===== src/sv/bsa_pkg.sv =====
// Shared types, constants and helper functions of the bitmap slot allocator.
package bsa_pkg;

    // Span geometry
    localparam int MAX_SLOTS = 64;
    localparam int SLOT_W    = 6;                   // slot field width
    localparam int ADDR_W    = 48;
    localparam int SIZE_W    = 17;
    localparam int CNT_W     = 7;
    localparam int EXT_W     = CNT_W + SIZE_W;      // span extent in bytes
    localparam int PROD_W    = SLOT_W + SIZE_W;     // slot * object size
    localparam int STEP_W    = $clog2(SLOT_W);      // divider step counter
    localparam int CFG_W     = ADDR_W;              // widest register
    localparam int CFG_IDX_W = 2;

    // Work queue between front and back
    localparam int Q_DEPTH = 2;
    localparam int Q_PTR_W = $clog2(Q_DEPTH);
    localparam int Q_CNT_W = $clog2(Q_DEPTH + 1);

    // Register indexes
    localparam logic [CFG_IDX_W-1:0] REG_SPAN_BASE   = 2'd0;
    localparam logic [CFG_IDX_W-1:0] REG_OBJECT_SIZE = 2'd1;
    localparam logic [CFG_IDX_W-1:0] REG_SLOT_COUNT  = 2'd2;

    // Input actions
    localparam logic [1:0] ACT_ALLOC = 2'd0;
    localparam logic [1:0] ACT_MARK  = 2'd1;
    localparam logic [1:0] ACT_SWEEP = 2'd2;
    localparam logic [1:0] ACT_NONE  = 2'd3;

    // Result status codes
    localparam logic [1:0] STAT_OK      = 2'd0;
    localparam logic [1:0] STAT_FULL    = 2'd1;
    localparam logic [1:0] STAT_OUTSIDE = 2'd2;
    localparam logic [1:0] STAT_NONE    = 2'd3;

    // Classified work kinds passed to the back end
    localparam logic [1:0] K_ALLOC   = 2'd0;
    localparam logic [1:0] K_MARK    = 2'd1;
    localparam logic [1:0] K_OUTSIDE = 2'd2;
    localparam logic [1:0] K_SWEEP   = 2'd3;

    typedef struct packed {
        logic [1:0]        action;
        logic [ADDR_W-1:0] address;
    } in_word_t;

    typedef struct packed {
        logic [1:0]        status;
        logic [SLOT_W-1:0] slot;
        logic [ADDR_W-1:0] slot_address;
        logic              span_empty;
        logic              last;
    } out_word_t;

    // Effective configuration (size zero read as one, count saturated)
    typedef struct packed {
        logic [ADDR_W-1:0] base;
        logic [SIZE_W-1:0] size;
        logic [CNT_W-1:0]  count;
    } cfg_t;

    typedef struct packed {
        logic [1:0]       kind;
        logic [EXT_W-1:0] offset;
    } q_entry_t;

    typedef struct packed {
        logic              found;
        logic [SLOT_W-1:0] idx;
    } enc_t;

    // Lowest set bit of a slot bitmap
    function automatic enc_t lowest_one(input logic [MAX_SLOTS-1:0] bits);
        enc_t r;
        r.found = |bits;
        r.idx   = '0;
        for (int i = MAX_SLOTS - 1; i >= 0; i--) begin
            if (bits[i]) begin
                r.idx = SLOT_W'(i);
            end
        end
        return r;
    endfunction

endpackage


===== src/sv/bitmap_slot_allocator_mark_sweep_core.sv =====
// Top level of the bitmap slot allocator: configuration registers and front/queue/back.
//
// Allocator for one span of up to 64 fixed-size slots with allocation and mark
// bitmaps. Words are accepted by a front stage that checks mark addresses against
// the span and passes classified work through a two-entry queue to the back end,
// so input words keep flowing while a result waits at the output register.
// In the back end an allocate runs the lowest-free search, the slot times size
// multiply and the base add into the output register in turn; a mark runs a
// restoring divider that resolves one slot-number bit per cycle (6 steps) before them;
// a sweep frees the white slots, then scans, multiplies and adds per freed slot,
// as every freed slot gets its own address multiply and result word. Span full,
// address outside the span and nothing-freed results go straight to the result
// word. Configuration writes (span base, object size, slot count) are taken at
// once and must only be made while the block is idle; an object size of zero
// acts as one and a slot count above 64 acts as 64.
module bitmap_slot_allocator_mark_sweep_core (
    input  logic                               aclk,
    input  logic                               aresetn,
    input  logic                               cfg_wr_en,
    input  logic [bsa_pkg::CFG_IDX_W-1:0]      cfg_wr_idx,
    input  logic [bsa_pkg::CFG_W-1:0]          cfg_wr_data,
    input  logic                               s_valid,
    output logic                               s_ready,
    input  bsa_pkg::in_word_t                  s_word,
    output logic                               m_valid,
    input  logic                               m_ready,
    output bsa_pkg::out_word_t                 m_word
);

    logic [bsa_pkg::ADDR_W-1:0]   base_reg;
    logic [bsa_pkg::SIZE_W-1:0]   size_reg;
    logic [bsa_pkg::CNT_W-1:0]    count_reg;
    bsa_pkg::cfg_t                cfg;

    logic                         push_valid, push_ready;
    bsa_pkg::q_entry_t            push_data;
    logic                         pop_valid, pop_ready;
    bsa_pkg::q_entry_t            pop_data;

    // Configuration registers
    always_ff @(posedge aclk) begin
        if (!aresetn) begin
            base_reg  <= '0;
            size_reg  <= bsa_pkg::SIZE_W'(8);
            count_reg <= bsa_pkg::CNT_W'(bsa_pkg::MAX_SLOTS);
        end else if (cfg_wr_en) begin
            unique case (cfg_wr_idx)
                bsa_pkg::REG_SPAN_BASE:   base_reg  <= cfg_wr_data[bsa_pkg::ADDR_W-1:0];
                bsa_pkg::REG_OBJECT_SIZE: size_reg  <= cfg_wr_data[bsa_pkg::SIZE_W-1:0];
                bsa_pkg::REG_SLOT_COUNT:  count_reg <= cfg_wr_data[bsa_pkg::CNT_W-1:0];
                default: ;
            endcase
        end
    end

    // Effective span geometry
    always_comb begin
        cfg.base  = base_reg;
        cfg.size  = (size_reg == '0) ? bsa_pkg::SIZE_W'(1) : size_reg;
        cfg.count = (count_reg > bsa_pkg::CNT_W'(bsa_pkg::MAX_SLOTS))
                  ? bsa_pkg::CNT_W'(bsa_pkg::MAX_SLOTS) : count_reg;
    end

    bsa_front u_front (
        .aclk       (aclk),
        .aresetn    (aresetn),
        .cfg        (cfg),
        .s_valid    (s_valid),
        .s_ready    (s_ready),
        .s_word     (s_word),
        .push_valid (push_valid),
        .push_ready (push_ready),
        .push_data  (push_data)
    );

    bsa_queue u_queue (
        .aclk       (aclk),
        .aresetn    (aresetn),
        .push_valid (push_valid),
        .push_ready (push_ready),
        .push_data  (push_data),
        .pop_valid  (pop_valid),
        .pop_ready  (pop_ready),
        .pop_data   (pop_data)
    );

    bsa_back u_back (
        .aclk      (aclk),
        .aresetn   (aresetn),
        .cfg       (cfg),
        .pop_valid (pop_valid),
        .pop_ready (pop_ready),
        .pop_data  (pop_data),
        .m_valid   (m_valid),
        .m_ready   (m_ready),
        .m_word    (m_word)
    );

endmodule


===== src/sv/bsa_front.sv =====
// Front end: takes input words, checks mark addresses against the span, queues work.
module bsa_front (
    input  logic                 aclk,
    input  logic                 aresetn,
    input  bsa_pkg::cfg_t        cfg,
    input  logic                 s_valid,
    output logic                 s_ready,
    input  bsa_pkg::in_word_t    s_word,
    output logic                 push_valid,
    input  logic                 push_ready,
    output bsa_pkg::q_entry_t    push_data
);

    logic                         vld_reg, vld_next;
    bsa_pkg::in_word_t            word_reg;
    logic [bsa_pkg::EXT_W-1:0]    extent_reg;
    logic [bsa_pkg::ADDR_W:0]     diff;
    logic                         outside;
    logic                         consume;

    // Span extent, refreshed every cycle from the configuration
    always_ff @(posedge aclk) begin
        extent_reg <= bsa_pkg::EXT_W'(cfg.count) * bsa_pkg::EXT_W'(cfg.size);
    end

    // Offset from span base; the borrow flags an address below the span
    assign diff    = {1'b0, word_reg.address} - {1'b0, cfg.base};
    assign outside = diff[bsa_pkg::ADDR_W]
                  || (diff[bsa_pkg::ADDR_W-1:0] >= bsa_pkg::ADDR_W'(extent_reg));

    // Classify the held word
    always_comb begin
        push_data.offset = diff[bsa_pkg::EXT_W-1:0];
        unique case (word_reg.action)
            bsa_pkg::ACT_ALLOC: push_data.kind = bsa_pkg::K_ALLOC;
            bsa_pkg::ACT_MARK:  push_data.kind = outside ? bsa_pkg::K_OUTSIDE
                                                         : bsa_pkg::K_MARK;
            default:            push_data.kind = bsa_pkg::K_SWEEP;
        endcase
    end

    // Unused action is dropped without a queue entry
    assign push_valid = vld_reg && (word_reg.action != bsa_pkg::ACT_NONE);
    assign consume    = vld_reg && (push_ready || word_reg.action == bsa_pkg::ACT_NONE);
    assign s_ready    = !vld_reg || consume;

    always_comb begin
        vld_next = vld_reg;
        if (consume) begin
            vld_next = 1'b0;
        end
        if (s_valid && s_ready) begin
            vld_next = 1'b1;
        end
    end

    always_ff @(posedge aclk) begin
        if (!aresetn) begin
            vld_reg <= 1'b0;
        end else begin
            vld_reg <= vld_next;
        end
    end

    always_ff @(posedge aclk) begin
        if (s_valid && s_ready) begin
            word_reg <= s_word;
        end
    end

endmodule


===== src/sv/bsa_queue.sv =====
// Short work queue between the front end and the back end.
module bsa_queue (
    input  logic                 aclk,
    input  logic                 aresetn,
    input  logic                 push_valid,
    output logic                 push_ready,
    input  bsa_pkg::q_entry_t    push_data,
    output logic                 pop_valid,
    input  logic                 pop_ready,
    output bsa_pkg::q_entry_t    pop_data
);

    bsa_pkg::q_entry_t              mem_reg [bsa_pkg::Q_DEPTH];
    logic [bsa_pkg::Q_PTR_W-1:0]    wr_ptr_reg, wr_ptr_next;
    logic [bsa_pkg::Q_PTR_W-1:0]    rd_ptr_reg, rd_ptr_next;
    logic [bsa_pkg::Q_CNT_W-1:0]    cnt_reg, cnt_next;
    logic                           do_push, do_pop;

    assign push_ready = (cnt_reg != bsa_pkg::Q_CNT_W'(bsa_pkg::Q_DEPTH));
    assign pop_valid  = (cnt_reg != '0);
    assign pop_data   = mem_reg[rd_ptr_reg];
    assign do_push    = push_valid && push_ready;
    assign do_pop     = pop_valid && pop_ready;

    // Pointer and fill count update
    always_comb begin
        wr_ptr_next = wr_ptr_reg;
        rd_ptr_next = rd_ptr_reg;
        cnt_next    = cnt_reg;
        if (do_push) begin
            wr_ptr_next = (wr_ptr_reg == bsa_pkg::Q_PTR_W'(bsa_pkg::Q_DEPTH - 1))
                        ? '0 : wr_ptr_reg + 1'b1;
        end
        if (do_pop) begin
            rd_ptr_next = (rd_ptr_reg == bsa_pkg::Q_PTR_W'(bsa_pkg::Q_DEPTH - 1))
                        ? '0 : rd_ptr_reg + 1'b1;
        end
        if (do_push && !do_pop) begin
            cnt_next = cnt_reg + 1'b1;
        end else if (do_pop && !do_push) begin
            cnt_next = cnt_reg - 1'b1;
        end
    end

    always_ff @(posedge aclk) begin
        if (!aresetn) begin
            wr_ptr_reg <= '0;
            rd_ptr_reg <= '0;
            cnt_reg    <= '0;
        end else begin
            wr_ptr_reg <= wr_ptr_next;
            rd_ptr_reg <= rd_ptr_next;
            cnt_reg    <= cnt_next;
        end
    end

    always_ff @(posedge aclk) begin
        if (do_push) begin
            mem_reg[wr_ptr_reg] <= push_data;
        end
    end

endmodule


===== src/sv/bsa_back.sv =====
// Back end: bitmaps, slot search, address divider, sweep sequencer and output register.
module bsa_back (
    input  logic                 aclk,
    input  logic                 aresetn,
    input  bsa_pkg::cfg_t        cfg,
    input  logic                 pop_valid,
    output logic                 pop_ready,
    input  bsa_pkg::q_entry_t    pop_data,
    output logic                 m_valid,
    input  logic                 m_ready,
    output bsa_pkg::out_word_t   m_word
);

    localparam logic [2:0] S_IDLE = 3'd0;
    localparam logic [2:0] S_DIV  = 3'd1;
    localparam logic [2:0] S_MUL  = 3'd2;
    localparam logic [2:0] S_ADD  = 3'd3;
    localparam logic [2:0] S_EMIT = 3'd4;
    localparam logic [2:0] S_SCAN = 3'd5;

    logic [2:0]                      state_reg, state_next;
    logic [bsa_pkg::MAX_SLOTS-1:0]   alloc_reg, alloc_next;
    logic [bsa_pkg::MAX_SLOTS-1:0]   mark_reg, mark_next;
    logic [bsa_pkg::MAX_SLOTS-1:0]   doomed_reg, doomed_next;
    logic [1:0]                      kind_reg, kind_next;
    logic [bsa_pkg::EXT_W-1:0]       rem_reg, rem_next;
    logic [bsa_pkg::SLOT_W-1:0]      quo_reg, quo_next;
    logic [bsa_pkg::STEP_W-1:0]      step_reg, step_next;
    logic [bsa_pkg::SLOT_W-1:0]      slot_reg, slot_next;
    logic [1:0]                      status_reg, status_next;
    logic                            empty_reg, empty_next;
    logic                            last_reg, last_next;
    logic [bsa_pkg::PROD_W-1:0]      prod_reg, prod_next;
    logic                            m_valid_reg, m_valid_next;
    bsa_pkg::out_word_t              m_word_reg, m_word_next;

    logic [bsa_pkg::MAX_SLOTS-1:0]   live;
    logic [bsa_pkg::MAX_SLOTS-1:0]   doom_now;
    logic [bsa_pkg::MAX_SLOTS-1:0]   scan_rest;
    bsa_pkg::enc_t                   free_enc;
    bsa_pkg::enc_t                   scan_enc;
    logic [bsa_pkg::EXT_W:0]         trial;
    logic [bsa_pkg::SLOT_W-1:0]      quo_upd;
    logic                            out_free;

    // Slots below the effective count
    always_comb begin
        for (int i = 0; i < bsa_pkg::MAX_SLOTS; i++) begin
            live[i] = (bsa_pkg::CNT_W'(i) < cfg.count);
        end
    end

    assign doom_now = alloc_reg & ~mark_reg & live;
    assign free_enc = bsa_pkg::lowest_one(~alloc_reg & live);
    assign scan_enc = bsa_pkg::lowest_one(doomed_reg);

    always_comb begin
        scan_rest               = doomed_reg;
        scan_rest[scan_enc.idx] = 1'b0;
    end

    // One restoring division step: quotient bits from the top down
    assign trial = {1'b0, rem_reg}
                 - {1'b0, (bsa_pkg::EXT_W'(cfg.size) << step_reg)};

    always_comb begin
        quo_upd = quo_reg;
        if (!trial[bsa_pkg::EXT_W]) begin
            quo_upd[step_reg] = 1'b1;
        end
    end

    assign out_free  = !m_valid_reg || m_ready;
    assign pop_ready = (state_reg == S_IDLE);
    assign m_valid   = m_valid_reg;
    assign m_word    = m_word_reg;

    // Sequencer
    always_comb begin
        state_next   = state_reg;
        alloc_next   = alloc_reg;
        mark_next    = mark_reg;
        doomed_next  = doomed_reg;
        kind_next    = kind_reg;
        rem_next     = rem_reg;
        quo_next     = quo_reg;
        step_next    = step_reg;
        slot_next    = slot_reg;
        status_next  = status_reg;
        empty_next   = empty_reg;
        last_next    = last_reg;
        prod_next    = prod_reg;
        m_word_next  = m_word_reg;
        m_valid_next = m_valid_reg && !m_ready;

        unique case (state_reg)
            S_IDLE: begin
                if (pop_valid) begin
                    kind_next   = pop_data.kind;
                    status_next = bsa_pkg::STAT_OK;
                    empty_next  = 1'b0;
                    last_next   = 1'b1;
                    unique case (pop_data.kind)
                        bsa_pkg::K_ALLOC: begin
                            if (free_enc.found) begin
                                alloc_next[free_enc.idx] = 1'b1;
                                slot_next  = free_enc.idx;
                                state_next = S_MUL;
                            end else begin
                                status_next = bsa_pkg::STAT_FULL;
                                state_next  = S_EMIT;
                            end
                        end
                        bsa_pkg::K_MARK: begin
                            rem_next   = pop_data.offset;
                            quo_next   = '0;
                            step_next  = bsa_pkg::STEP_W'(bsa_pkg::SLOT_W - 1);
                            state_next = S_DIV;
                        end
                        bsa_pkg::K_OUTSIDE: begin
                            status_next = bsa_pkg::STAT_OUTSIDE;
                            state_next  = S_EMIT;
                        end
                        default: begin
                            // Sweep: free white slots, clear every mark
                            alloc_next  = alloc_reg & ~doom_now;
                            mark_next   = '0;
                            doomed_next = doom_now;
                            empty_next  = ((alloc_reg & ~doom_now & live) == '0);
                            if (doom_now == '0) begin
                                status_next = bsa_pkg::STAT_NONE;
                                state_next  = S_EMIT;
                            end else begin
                                state_next = S_SCAN;
                            end
                        end
                    endcase
                end
            end
            S_DIV: begin
                if (!trial[bsa_pkg::EXT_W]) begin
                    rem_next = trial[bsa_pkg::EXT_W-1:0];
                end
                quo_next = quo_upd;
                if (step_reg == '0) begin
                    slot_next  = quo_upd;
                    state_next = S_MUL;
                end else begin
                    step_next = step_reg - 1'b1;
                end
            end
            S_MUL: begin
                if (kind_reg == bsa_pkg::K_MARK) begin
                    mark_next[slot_reg] = 1'b1;
                end
                prod_next  = bsa_pkg::PROD_W'(slot_reg) * bsa_pkg::PROD_W'(cfg.size);
                state_next = S_ADD;
            end
            S_ADD: begin
                if (out_free) begin
                    m_valid_next             = 1'b1;
                    m_word_next.status       = status_reg;
                    m_word_next.slot         = slot_reg;
                    m_word_next.slot_address = cfg.base + bsa_pkg::ADDR_W'(prod_reg);
                    m_word_next.span_empty   = empty_reg;
                    m_word_next.last         = last_reg;
                    state_next               = last_reg ? S_IDLE : S_SCAN;
                end
            end
            S_EMIT: begin
                if (out_free) begin
                    m_valid_next             = 1'b1;
                    m_word_next.status       = status_reg;
                    m_word_next.slot         = '0;
                    m_word_next.slot_address = '0;
                    m_word_next.span_empty   = empty_reg;
                    m_word_next.last         = 1'b1;
                    state_next               = S_IDLE;
                end
            end
            S_SCAN: begin
                // Next freed slot in ascending order
                slot_next   = scan_enc.idx;
                doomed_next = scan_rest;
                last_next   = (scan_rest == '0);
                state_next  = S_MUL;
            end
            default: begin
                state_next = S_IDLE;
            end
        endcase
    end

    // Control state
    always_ff @(posedge aclk) begin
        if (!aresetn) begin
            state_reg   <= S_IDLE;
            alloc_reg   <= '0;
            mark_reg    <= '0;
            m_valid_reg <= 1'b0;
        end else begin
            state_reg   <= state_next;
            alloc_reg   <= alloc_next;
            mark_reg    <= mark_next;
            m_valid_reg <= m_valid_next;
        end
    end

    // Working registers and output word
    always_ff @(posedge aclk) begin
        doomed_reg <= doomed_next;
        kind_reg   <= kind_next;
        rem_reg    <= rem_next;
        quo_reg    <= quo_next;
        step_reg   <= step_next;
        slot_reg   <= slot_next;
        status_reg <= status_next;
        empty_reg  <= empty_next;
        last_reg   <= last_next;
        prod_reg   <= prod_next;
        m_word_reg <= m_word_next;
    end

    // A full span reports no slot and no address
    a_full_zero: assert property (@(posedge aclk) disable iff (!aresetn)
        (m_valid_reg && m_word_reg.status == bsa_pkg::STAT_FULL)
        |-> (m_word_reg.slot == '0 && m_word_reg.slot_address == '0))
        else $error("span-full word carries a slot");

    // A sweep leaves no mark behind
    a_sweep_clears: assert property (@(posedge aclk) disable iff (!aresetn)
        (state_reg == S_IDLE && pop_valid && pop_data.kind == bsa_pkg::K_SWEEP)
        |=> (mark_reg == '0))
        else $error("marks survive a sweep");

    // The scan only runs while freed slots remain to report
    a_scan_pending: assert property (@(posedge aclk) disable iff (!aresetn)
        (state_reg == S_SCAN) |-> (doomed_reg != '0))
        else $error("sweep scan with nothing left");

    // At most one slot is allocated per cycle
    a_alloc_single: assert property (@(posedge aclk) disable iff (!aresetn)
        1'b1 |=> $onehot0(alloc_reg & ~$past(alloc_reg)))
        else $error("several slots allocated at once");

endmodule


===== config.mk =====
export PLATFORM = sky130hd
export DESIGN_NAME = bitmap_slot_allocator_mark_sweep_core
export DESIGN_NICKNAME = d
export VERILOG_FILES = /design/src/sv/bsa_pkg.sv /design/src/sv/bitmap_slot_allocator_mark_sweep_core.sv /design/src/sv/bsa_front.sv /design/src/sv/bsa_queue.sv /design/src/sv/bsa_back.sv
export SDC_FILE = /design/constraint.sdc
export NUM_CORES = 2
export LEC_CHECK = 0
export ABC_AREA = 1
export BUFFER_PORTS_ARGS = -buffer_cell sky130_fd_sc_hd__buf_4
export CAP_MARGIN = 30
export CORE_ASPECT_RATIO = 1.5
export CORE_MARGIN = 8
export CORE_UTILIZATION = 41
export DETAILED_ROUTE_END_ITERATION = 10
export GPL_TIMING_DRIVEN = 1
export HOLD_SLACK_MARGIN = 0.08
export PLACE_DENSITY = 0.65
export SETUP_SLACK_MARGIN = 0.5
export SLEW_MARGIN = 40
export SYNTH_ARGS = -nofsm -noshare
export SYNTH_HDL_FRONTEND = slang
export SYNTH_SLANG_ARGS = --single-unit

===== constraint.sdc =====
create_clock -name aclk -period 7.9 [get_ports aclk]
set_input_delay 0.79 -clock aclk [delete_from_list [all_inputs] [get_ports aclk]]
set_output_delay 0.79 -clock aclk [all_outputs]
set_load 0.01 [all_outputs]

==> flow_results.xml <==
<?xml version="1.0" encoding="UTF-8"?>
<metrics>
  <group name="grt">
    <metric name="globalRoute.totalOverflow" unit="">0</metric>
    <metric name="global_route.usage.total" unit="%">24.6</metric>
    <metric name="grt_pass1_wl" unit="µm">186000</metric>
    <metric name="grt_pass1_vias" unit="">32100</metric>
    <metric name="antenna_found_initial" unit="">2</metric>
    <metric name="grt_max_degree" unit="">79</metric>
  </group>
  <group name="logic_synthesis">
    <metric name="share_of_synthesized_flip_flops_with_an_asynchronous_set_or_reset" unit="%">0</metric>
    <metric name="netlist_top_cells_area" unit="">edfxtp_1 (24%), dfxtp_1 (13%), nand2_1 (11%)</metric>
    <metric name="syn-num-nets" unit="">5097</metric>
    <metric name="synth_sequential_area_ratio" unit="%">37.5</metric>
    <metric name="ys_ff_latch" unit="">526</metric>
    <metric name="syn-cell-area" unit="µm²">35900</metric>
    <metric name="count_of_warnings_emitted_by_yosys" unit="">0</metric>
    <metric name="synth_area_leader_cell" unit="">edfxtp_1</metric>
    <metric name="post_synth_inst_count" unit="">4655</metric>
    <metric name="synth_top_cell_area_share" unit="%">24.4</metric>
    <metric name="synth-edff-count" unit="">292</metric>
    <metric name="ys_types" unit="">53</metric>
    <metric name="synth.avg_cell_area" unit="µm²">7.71</metric>
    <metric name="yosys_most_used_dff" unit="">edfxtp_1</metric>
  </group>
  <group name="timing">
    <metric name="max_freq" unit="MHz">149</metric>
    <metric name="setup_viol_count_final" unit="">0</metric>
    <metric name="final_max_slew_viol_count" unit="">0</metric>
    <metric name="rsz0062_at_grt" unit="">false</metric>
    <metric name="finalCriticalPeriod" unit="ps">6690</metric>
    <metric name="tns" unit="ps">0</metric>
    <metric name="final-hold-violation-count" unit="">0</metric>
    <metric name="tightest_slew" unit="ps">904</metric>
    <metric name="clock-skew-final" unit="ps">45.7</metric>
    <metric name="max-slew-margin-rel" unit="%">39.7</metric>
    <metric name="layout_worst_path_cycle_share" unit="%">84.7</metric>
  </group>
  <group name="worst_setup_path">
    <metric name="critPathMaxFanout" unit="">14</metric>
    <metric name="reg2reg_depth" unit="">34</metric>
    <metric name="path_common_cell" unit="">a21oi_1</metric>
    <metric name="critPathArrivalTime" unit="ps">7280</metric>
    <metric name="timing.critical_path.from_type" unit="">flop</metric>
    <metric name="worst-endpoint-required" unit="ps">8490</metric>
    <metric name="criticalPathCategory" unit="">reg2reg</metric>
    <metric name="r2r_slack" unit="ps">1210</metric>
    <metric name="crit_path_max_incr_delay" unit="ps">550</metric>
    <metric name="setup.worst_path.end_class" unit="">flop</metric>
    <metric name="worst_path_cell_with_the_longest_stage_delay" unit="">fa_1</metric>
    <metric name="r2r_path_end" unit="">u_front.extent_reg[23]</metric>
    <metric name="rr_startpoint" unit="">size_reg[4]</metric>
  </group>
  <group name="status">
    <metric name="result_of_the_run" unit="">completed</metric>
  </group>
  <group name="pwr">
    <metric name="sw_frac_of_total" unit="%">42.0</metric>
    <metric name="power_switching" unit="mW">4.69</metric>
    <metric name="cell_internal_pwr" unit="mW">6.48</metric>
    <metric name="worst_ir_drop_vdd" unit="mV">0.270</metric>
    <metric name="power.density_cell_area" unit="nW/µm²">275</metric>
    <metric name="clk_pwr_share" unit="%">24.4</metric>
    <metric name="share_comb_of_total_power" unit="%">39.2</metric>
    <metric name="power.static_leakage" unit="nW">17.7</metric>
    <metric name="share_seq_of_total_power" unit="%">36.4</metric>
  </group>
  <group name="flow_run">
    <metric name="maxCapViolations" unit="">0</metric>
  </group>
  <group name="clocking">
    <metric name="numCtsBuffers" unit="">55</metric>
    <metric name="clock_tree_from_tritoncts" unit="">done</metric>
    <metric name="root_buffer" unit="">clkbuf_16</metric>
    <metric name="cts.sink_count" unit="">526</metric>
    <metric name="worstSkewPairLatency" unit="ps">660</metric>
    <metric name="holdBufCountCts" unit="">0</metric>
    <metric name="cts_max_path_buffers" unit="">3</metric>
    <metric name="worst_setup_hold_path_clk_slew" unit="ps">70</metric>
    <metric name="htreeDepth" unit="">2</metric>
  </group>
  <group name="layout">
    <metric name="share_of_cells_above_drive_strength_1" unit="%">8.27</metric>
    <metric name="area_delta_synth_final" unit="%">13.1</metric>
    <metric name="finalCoreUtilization" unit="%">46.5</metric>
    <metric name="final_net_count" unit="">5234</metric>
  </group>
  <group name="floorplanning">
    <metric name="die_height" unit="µm">378</metric>
    <metric name="die_outline_area" unit="µm²">97400</metric>
    <metric name="die_w" unit="µm">258</metric>
    <metric name="start_util" unit="%">41.1</metric>
    <metric name="placementRows" unit="">133</metric>
    <metric name="area_of_the_placeable_core" unit="µm²">87200</metric>
    <metric name="ios" unit="">165</metric>
  </group>
  <group name="min_path">
    <metric name="min-delay-start" unit="">s_word[19]</metric>
    <metric name="hold-path-endpoint" unit="">u_front.word_reg[19]</metric>
    <metric name="worst_hold_path_type" unit="">in2reg</metric>
    <metric name="worstHoldPathCells" unit="">1</metric>
  </group>
  <group name="route">
    <metric name="detail_route.first_pass.iterations" unit="">9</metric>
    <metric name="route.vias.total" unit="">32500</metric>
    <metric name="detail_route.wirelength" unit="µm">123000</metric>
    <metric name="route.detailed.wl_per_inst" unit="µm">20.6</metric>
    <metric name="post-route-drc-count" unit="">0</metric>
    <metric name="route.antenna.remaining_nets" unit="">0</metric>
    <metric name="via_per_inst" unit="">5.43</metric>
    <metric name="first_iter_violations" unit="">2550</metric>
  </group>
  <group name="placed_design">
    <metric name="numPortBuffers" unit="">164</metric>
    <metric name="dp_hpwl" unit="µm">95400</metric>
    <metric name="globalplace.congestion" unit="">1.04</metric>
  </group>
</metrics>
==> cell usage after synthesis (2+ instances only) <==
cell type / count
a21oi_1: 427
mux2i_1: 5
buf_2: 3
edfxtp_1: 292
nand3_1: 224
o21ai_0: 359
clkinv_1: 4
a21boi_0: 4
clkbuf_1: 136
nor4_1: 33
o2111ai_1: 8
nor2_1: 331
a21o_1: 4
o221ai_1: 2
buf_6: 3
o21ai_1: 7
o31ai_1: 38
a221oi_1: 5
nand2_2: 7
dfxtp_1: 234
nor3b_1: 3
nand4_1: 111
buf_1: 14
inv_2: 9
a211oi_1: 5
o21bai_1: 18
xnor2_1: 28
fa_1: 138
nor3_1: 97
xor2_1: 62
inv_1: 746
ha_1: 199
a31oi_1: 19
o311ai_0: 7
a2111oi_0: 4
nand2_1: 1008
or2_2: 10
o22ai_1: 10
o211ai_1: 19
nor2_2: 5
o21a_1: 5
==> what timing repair did <==
action / 4_1_cts / 5_1_grt
resized for setup: 0 / 3
setup buffers: 0 / 1
endpoints found under the setup margin: 0 / 24
==> cell families (layout without fill, tap and decap cells) <==
kind of cell | after synthesis | after routing | share of synthesized area (%)
compound gates | 951 | 951 | 14.4
fa+ha+maj | 337 | 337 | 14.6
mux | 5 | 5 | 0.139
buf+inv | 915 | 1099 | 9.64
xor+xnor | 90 | 90 | 2.20
other cells | 0 | 2 | 0
flops | 526 | 526 | 37.5
simple gates | 1831 | 1831 | 21.5
==> layer usage <==
metal | share of wire, % | up-vias | global-route usage (%)
met4 | 8.3 | 0 | 17.7
met1 | 36 | 15300 | 26.2
met3 | 6.3 | 377 | 4.20
li1 | - | 15700 | -
met2 | 50 | 1166 | 43.5
met5 | 0 | - | 0
==> power by group through the flow <==
stage          logic, mW  clock network (mW)  registers, mW
6_report            4.38                2.73           4.06
5_1_grt             4.85                2.86           4.12
4_1_cts             4.35                2.76           4.06
3_5_place_dp        4.32                   0           4.11
3_3_place_gp        4.27                   0           4.11
2_1_floorplan       2.83                   0           3.96
==> per-stage QoR <==
step / hold slack, ps / worst slack [ps] / std cells / power [mW] / area, µm²
floorplan: 400 / 2150 / 4655 / 6.80 / 35900
global placement: 432 / 1010 / 5880 / 8.38 / 38600
detailed placement: 442 / 948 / 5881 / 8.43 / 38700
CTS: 268 / 915 / 5985 / 11.2 / 40500
global route: 272 / 565 / 5986 / 11.8 / 40600
finish: 308 / 1210 / 5988 / 11.2 / 40600
==> layout make-up <==
cell class	instances	area (µm²)
fillers	8727	46600
multi-input cells	3214	19200
flip-flops and latches	526	13500
inverters	759	2850
repair buffers	236	1800
clock buffers	73	1530
well taps	1147	1440
clock inverters	31	338
diodes	2	5.00
==> critical path: cells and delay by family (launching register included) <==
kind                       cells  cell delay, ps
adders and majority gates      5            2420
DFF                            1             470
xor gates and xnor gates       1             140
AOI/OAI and AO/OA             11            1640
buffers and inverters          4             380
and+or+nand+nor               13            1600
==> worst max path at each step <==
stage                 startpoint                endpoint  slack (ps)  depth (start not counted)
floorplan           count_reg[2]  u_front.extent_reg[23]        2150                         39
global placement     size_reg[3]      u_back.rem_reg[17]        1010                         37
detailed placement   size_reg[3]      u_back.rem_reg[15]         950                         38
CTS                  size_reg[3]      u_back.rem_reg[22]         920                         38
global route         size_reg[4]      u_back.rem_reg[22]         560                         36
finish               size_reg[4]  u_front.extent_reg[23]        1210                         34
==> cells in the final DEF (no fill, tap or decap), types with 199 or more instances in the layout <==
master | Yosys | layout
a21oi_1 | 427 | 427
buf_4 | 0 | 234
dfxtp_1 | 234 | 234
edfxtp_1 | 292 | 292
ha_1 | 199 | 199
inv_1 | 746 | 739
nand2_1 | 1008 | 1007
nand3_1 | 224 | 224
nor2_1 | 331 | 320
o21ai_0 | 359 | 359
No activity file was read; power rests on OpenSTA's default activity.
